File: src/sv/ufe_pkg.sv
// ----------------------------------------------------------------------------
// ufe_pkg
// Shared types, constants and the control store of the union-find engine.
// ----------------------------------------------------------------------------
package ufe_pkg;

   localparam int NODES   = 1024;
   localparam int IDX_W   = $clog2(NODES);
   localparam int SIZE_W  = IDX_W + 1;
   localparam int ENTRY_W = SIZE_W + 1;
   localparam int STEP_W  = 4;

   // stream data widths, padded to whole bytes
   localparam int REQ_DATA_W = ((2 * IDX_W + 7) / 8) * 8;
   localparam int RSP_DATA_W = ((IDX_W + 7) / 8) * 8;

   // entry: [ENTRY_W-1] root flag, [SIZE_W-1:0] set size (root) or parent index
   localparam int ROOT_BIT = ENTRY_W - 1;

   localparam logic KIND_FIND  = 1'b0;
   localparam logic KIND_MERGE = 1'b1;

   // control store addresses
   localparam logic [STEP_W-1:0] S_IDLE     = 4'd0;
   localparam logic [STEP_W-1:0] S_FETCH    = 4'd1;
   localparam logic [STEP_W-1:0] S_WALK     = 4'd2;
   localparam logic [STEP_W-1:0] S_HALVE    = 4'd3;
   localparam logic [STEP_W-1:0] S_RET      = 4'd4;
   localparam logic [STEP_W-1:0] S_NEXT     = 4'd5;
   localparam logic [STEP_W-1:0] S_ORDER    = 4'd6;
   localparam logic [STEP_W-1:0] S_WR_ROOT  = 4'd7;
   localparam logic [STEP_W-1:0] S_WR_CHILD = 4'd8;
   localparam logic [STEP_W-1:0] S_OUT      = 4'd9;
   localparam logic [STEP_W-1:0] S_CLR      = 4'd10;

   typedef enum logic {
      RD_CUR  = 1'b0,
      RD_LINK = 1'b1
   } rd_sel_type;

   typedef enum logic [3:0] {
      OP_NONE     = 4'd0,
      OP_LOAD     = 4'd1,
      OP_STEP1    = 4'd2,
      OP_STEP2    = 4'd3,
      OP_LOAD_B   = 4'd4,
      OP_ORDER    = 4'd5,
      OP_WR_ROOT  = 4'd6,
      OP_WR_CHILD = 4'd7,
      OP_EMIT     = 4'd8,
      OP_CLEAR    = 4'd9
   } op_type;

   typedef enum logic [2:0] {
      COND_ALWAYS   = 3'd0,
      COND_REQ      = 3'd1,
      COND_ROOT     = 3'd2,
      COND_PHASE1   = 3'd3,
      COND_IS_FIND  = 3'd4,
      COND_SAME     = 3'd5,
      COND_RSP_BUSY = 3'd6,
      COND_CLR_LAST = 3'd7
   } cond_type;

   typedef struct packed {
      rd_sel_type        rd_sel;
      op_type            op;
      cond_type          cond;
      logic [STEP_W-1:0] jmp_t;
      logic [STEP_W-1:0] jmp_f;
   } uword_type;

   typedef struct packed {
      logic root;
      logic phase;
      logic is_find;
      logic same;
      logic clr_last;
   } dp_status_type;

   function automatic uword_type ucode(input logic [STEP_W-1:0] step);
      uword_type w;
      w = '{RD_CUR, OP_NONE, COND_ALWAYS, S_IDLE, S_IDLE};
      unique case (step)
         S_IDLE:     w = '{RD_CUR,  OP_LOAD,     COND_REQ,      S_FETCH,    S_IDLE};
         S_FETCH:    w = '{RD_CUR,  OP_NONE,     COND_ALWAYS,   S_WALK,     S_WALK};
         S_WALK:     w = '{RD_LINK, OP_STEP1,    COND_ROOT,     S_RET,      S_HALVE};
         S_HALVE:    w = '{RD_LINK, OP_STEP2,    COND_ROOT,     S_RET,      S_WALK};
         S_RET:      w = '{RD_CUR,  OP_NONE,     COND_PHASE1,   S_ORDER,    S_NEXT};
         S_NEXT:     w = '{RD_CUR,  OP_LOAD_B,   COND_IS_FIND,  S_OUT,      S_FETCH};
         S_ORDER:    w = '{RD_CUR,  OP_ORDER,    COND_SAME,     S_OUT,      S_WR_ROOT};
         S_WR_ROOT:  w = '{RD_CUR,  OP_WR_ROOT,  COND_ALWAYS,   S_WR_CHILD, S_WR_CHILD};
         S_WR_CHILD: w = '{RD_CUR,  OP_WR_CHILD, COND_ALWAYS,   S_OUT,      S_OUT};
         S_OUT:      w = '{RD_CUR,  OP_EMIT,     COND_RSP_BUSY, S_OUT,      S_IDLE};
         S_CLR:      w = '{RD_CUR,  OP_CLEAR,    COND_CLR_LAST, S_IDLE,     S_CLR};
         default:    w = '{RD_CUR,  OP_NONE,     COND_ALWAYS,   S_IDLE,     S_IDLE};
      endcase
      return w;
   endfunction

endpackage

File: src/sv/ufe_sequencer.sv
// ----------------------------------------------------------------------------
// ufe_sequencer
// Step counter over the control store with two-way conditional jumps.
// ----------------------------------------------------------------------------
module ufe_sequencer (
   input  logic                   clock,
   input  logic                   reset,
   input  ufe_pkg::dp_status_type status,
   input  logic                   req_valid,
   input  logic                   rsp_busy,
   output ufe_pkg::uword_type     ctrl
);

   logic [ufe_pkg::STEP_W-1:0] upc_ff;
   logic [ufe_pkg::STEP_W-1:0] upc_in;
   ufe_pkg::uword_type         word;
   logic                       taken;

   assign word = ufe_pkg::ucode(upc_ff);
   assign ctrl = word;

   always_comb begin
      unique case (word.cond)
         ufe_pkg::COND_ALWAYS:   taken = 1'b1;
         ufe_pkg::COND_REQ:      taken = req_valid;
         ufe_pkg::COND_ROOT:     taken = status.root;
         ufe_pkg::COND_PHASE1:   taken = status.phase;
         ufe_pkg::COND_IS_FIND:  taken = status.is_find;
         ufe_pkg::COND_SAME:     taken = status.same;
         ufe_pkg::COND_RSP_BUSY: taken = rsp_busy;
         ufe_pkg::COND_CLR_LAST: taken = status.clr_last;
         default:                taken = 1'b1;
      endcase
      upc_in = taken ? word.jmp_t : word.jmp_f;
   end

   // reset starts in the table clearing loop
   always_ff @(posedge clock) begin
      if (reset) begin
         upc_ff <= ufe_pkg::S_CLR;
      end else begin
         upc_ff <= upc_in;
      end
   end

endmodule

File: config.mk
export PLATFORM = sky130hd
export DESIGN_NAME = ufe_sequencer
export DESIGN_NICKNAME = d
export VERILOG_FILES = /design/src/sv/ufe_pkg.sv /design/src/sv/ufe_sequencer.sv
export SDC_FILE = /design/constraint.sdc
export NUM_CORES = 1
export LEC_CHECK = 0
export ABC_CLOCK_PERIOD_IN_PS = 2900
export BUFFER_PORTS_ARGS = -buffer_cell sky130_fd_sc_hd__buf_2
export CORE_UTILIZATION = 35
export DETAILED_ROUTE_END_ITERATION = 12
export PLACE_DENSITY = 0.58
export SYNTH_ARGS = -nofsm -noshare
export SYNTH_HDL_FRONTEND = slang
export SYNTH_SLANG_ARGS = --single-unit
File: constraint.sdc
create_clock -name clock -period 2.9 [get_ports clock]
set_input_delay 0.435 -clock clock [delete_from_list [all_inputs] [get_ports clock]]
set_output_delay 0.435 -clock clock [all_outputs]
set_load 0.05 [all_outputs]
# Yosys cells after proc, flatten, opt, wreduce, memory -nomap -nowiden
# Memory sizes are Yosys's and may differ from the RTL's. A register that Yosys moved wholly into a read port is not among the register bits.
# Index checks and enable logic that the tools add are counted.
# Widths: inputs -> output; s select.
totals:
  register_bits: 0
  mem_bits_ro: 256
  word_cells: 12
  n_memories: 1
classes:
  eq_ne: 7
  mux: 3
  reduce_logical: 1
memory_table:
  columns: ["memory", "words", "width", "rd", "rd_clocked_by_memory_dff", "write_ports", "line", "text"]
  rows:
  - ["(no name shown)", 16, 16, 1, 1, 0, "ufe_pkg.sv:84", "unique case (step)"]
op_table:
  columns: ["cell", "n"]
  rows:
  - ["$eq 3x3->1 const B", 4]
  - ["$mux 4", 2]
  - ["$pmux 1 s8", 1]
  - ["$eq 3x2->1 const B", 2]
  - ["$eq 3x1->1 const B", 1]
  - ["$logic_not 3->1", 1]

# Longest topological paths before layout
depth:
  word_depth: 4
  mapped_depth: 9
  depth_no_buf: 9

# Least setup slack after synthesis
# OpenSTA, ideal clock, no wires.
synth_path:
  kind: "register -> register"
  from: "register ctrl[8] (netlist name)"
  to: "register ctrl[8] (netlist name)"
  setup_time_ns: 0.075
  arrival_time_ns: 2.348
  path_slack_ns: 0.477
  path_stages_with_launch: 10
  n_path_buf: 0
  period_less_slack_ns: 2.423
  cell_sequence: "dfxtp_1 -> mux2i_1 -> o22ai_2 -> o21ai_0 -> nand3b_2 -> inv_1 -> ha_1 -> inv_1 -> mux2_2 -> o21ai_0"
synth_via:
  elab_chain_len: 4
  word_cells_on_any_way: 11
synth_lines:
  columns: ["item", "line", "text"]
  rows:
  - ["$eq 3x3->1, or another cell as far along", "ufe_sequencer.sv:23", "unique case (word.cond)"]
  - ["$pmux 1 s8 *", "ufe_sequencer.sv:23", null]
  - ["$mux 4 *", "ufe_sequencer.sv:34", "upc_in = taken ? word.jmp_t : word.jmp_f;"]
  - ["$mux 4 (no source line) *", null, null]
# Every way passes the cells marked *; elsewhere a longest branch is shown, timed or not.

# Final worst setup path
layout_path:
  from: "register ctrl[8] (netlist name)"
  to: "register ctrl[8] (netlist name)"
layout_via:
  elab_chain_len: 4
  word_cells_on_any_way: 11
layout_lines:
  columns: ["item", "line"]
  rows:
  - ["$eq 3x3->1, or another cell as far along", "ufe_sequencer.sv:23"]
  - ["$pmux 1 s8 *", "ufe_sequencer.sv:23"]
  - ["$mux 4 *", "ufe_sequencer.sv:34"]
  - ["$mux 4 (no source line) *", null]
# Marked as above.

==> run metrics <==
first-pass GRT wire length=around 3000 um; Detailed Routing Iterations Pass 1=4; layout cells sized above 1=0.380; yosys warns=0; Slew Limit Fails=0; number of I/O pins=25; post-synth top area share=0.409; CP Class=flip-flop to flip-flop; Nets=between 100 and 150; Post-DP Area=937 um2; die area=0.00243 mm2; Hold-fix buffers, CTS=0; Final Setup Violations=0; Initial DRC Count=20; #FFs+latches synth=16; Tightest Pin Transition=just under 500 ps; CP Cell Sequence=mux2i_1, o22ai_2, o21ai_0, nand3b_2, inv_1, ha_1, inv_1, mux2_2, o21ai_0; status=completed; syn nets=93; mean routed wirelength per cell=~13 um; vias in the first global route=about 690; Post-DP HPWL=between 1000 and 1500 um; max_slew headroom=0.677; clk sinks=16; CTS tree=done; setup tns final=0 ps; crit end category=flip-flop; largest net degree at the start of global routing=15; Core Rows=16; total gr overflow=0; Die X=just under 50 um; # DRC=0; area occupied by multi-input gates=~430 um2; total of max-cap violations=0; Synth Area per Inst=9.79 um2; leading area contributor after synthesis=dfxtp_1; clk_lat worst skew=~290 ps; post-synthesis instance total=80; number of flip-flops in the largest register=16; total track usage=0.163; WP data arrival=about 2600 ps; Die Y=49.3 um; Max stage delay cell, worst path=dfxtp_1; Tightest Hold Check Type=input pin to flip-flop; initial core utilization=0.384; Synth-to-Final Area Change=24.3%; Routed Antenna Nets=0; n_diodes=0; Placed Cells=131; final hold viol count=0; H-tree Lvls=1; Buffers on Ports=24; clock tree buffer depth=2; via count=710; Core ar.=0.00204 mm2; fin area=973 um2; hold slack=564 ps; cts bufs inserted=3; CTS-repair resized insts=0; Post-CTS Setup Repair Bufs=0; fmax=0.413 GHz; initial antenna violation count=0; post-route insts no fill=approximately 140; worst path required time=between 3000 and 4000 ps; Netlist cell types=27; crit share post-route=0.835; RSZ-0062 raised after global routing=no; minimum clock period=roughly 2400 ps; crit path max fanout=10; Root Buffer=clkbuf_4; sequential area share after synthesis=0.409; clock slew at reported path FFs=~100 ps; skew final=4.41 ps; top cells by area, synth=dfxtp_1 (41%), mux2i_1 (10%), ha_1 (6.4%); Syn Std Cell Area=~800 um2; # fillers=around 210; FF+latch area=between 300 and 400 um2; slowest stage delay, CP=490 ps; Total Wirelength=between 1500 and 2000 um; vias per std cell=~5.3; Startpoint Class=flip-flop; Final GP Congestion=between 0.7 and 0.8
==> Yosys cell counts <==
library cell   n
a211o_2        1
a211oi_2       1
a21o_1         1
a21oi_1        1
a21oi_2        1
buf_6          1
clkbuf_1       1
dfxtp_1       16
ha_1           4
inv_1          6
mux2_2         2
mux2_4         1
mux2i_1        8
nand2_1        3
nand2b_1       1
nand3_1        6
nand3b_1       2
nand3b_2       1
nor2_1         5
nor3b_2        1
o21ai_0        5
o21ai_1        3
o21ai_2        1
o22a_2         1
o22ai_1        5
o22ai_2        1
or2_1          1
==> per-stage QoR <==
stage / setup WS, ps / util
5_1_grt: 188 / 0.477
2_1_floorplan: 477 / -
6_report: 477 / 0.477
3_5_place_dp: 514 / 0.459
3_3_place_gp: 546 / 0.459
4_1_cts: 491 / 0.477
==> placed cells by master (no fill, tap or decap), types with 2 or more instances in the layout <==
cell	synthesis	routed
clkbuf_4	0	3
o21ai_1	3	3
buf_4	0	2
o21ai_0	5	5
nor2_1	5	5
inv_1	6	6
mux2i_1	8	8
buf_2	0	24
ha_1	4	4
o22ai_1	5	5
nand2_1	3	3
nand3b_1	2	2
nand3_1	6	6
mux2_2	2	2
dfxtp_1	16	16
==> cell type report <==
cell class              instances  share of cell area
clock buffers                   4              0.0373
flip-flops and latches         16               0.329
repair buffers                 26               0.139
well taps                      27              0.0347
multi-input cells              56               0.437
inverters                       6              0.0231
==> per-layer routing <==
layer  vias to the layer above  GRT usage  wire length [um]
met2                        27      0.272               858
met5                         -          0                 0
met1                       332      0.191               756
met3                         5     0.0249                96
met4                         0      0.108                47
li1                        346          -                 -
==> cells by family after synthesis <==
logic type	count (synthesis)	share of synthesized area
buf+inv	8	0.0479
simple gates	20	0.142
flops	16	0.409
mux	11	0.150
compound gates	21	0.187
fa+ha+maj	4	0.0639
==> path summary, 6_finish.rpt <==
kind / slack, ps / to / cells after the start / from
worst max-delay path: 480 / ctrl[8]$_DFF_P_ / 9 / ctrl[8]$_DFF_P_
worst min-delay path: 560 / ctrl[11]$_DFF_P_ / 3 / reset
worst max register to register: 480 / ctrl[8]$_DFF_P_ / 9 / ctrl[8]$_DFF_P_
worst min register to register: 700 / ctrl[11]$_DFF_P_ / 3 / ctrl[0]$_DFF_P_
==> critical path, delay by kind of cell (launching register included) <==
kind                       cells  cell delay (ps)
adders and majority gates      1              260
muxes                          2              570
AOI/OAI and AO/OA              3              560
and+or+nand+nor                1              270
buffers and inverters          2              200
DFF                            1              490
Power is left out: the tool's default activity adds up to more than one toggle a clock period on the data nets, which glitch-free logic cannot reach.
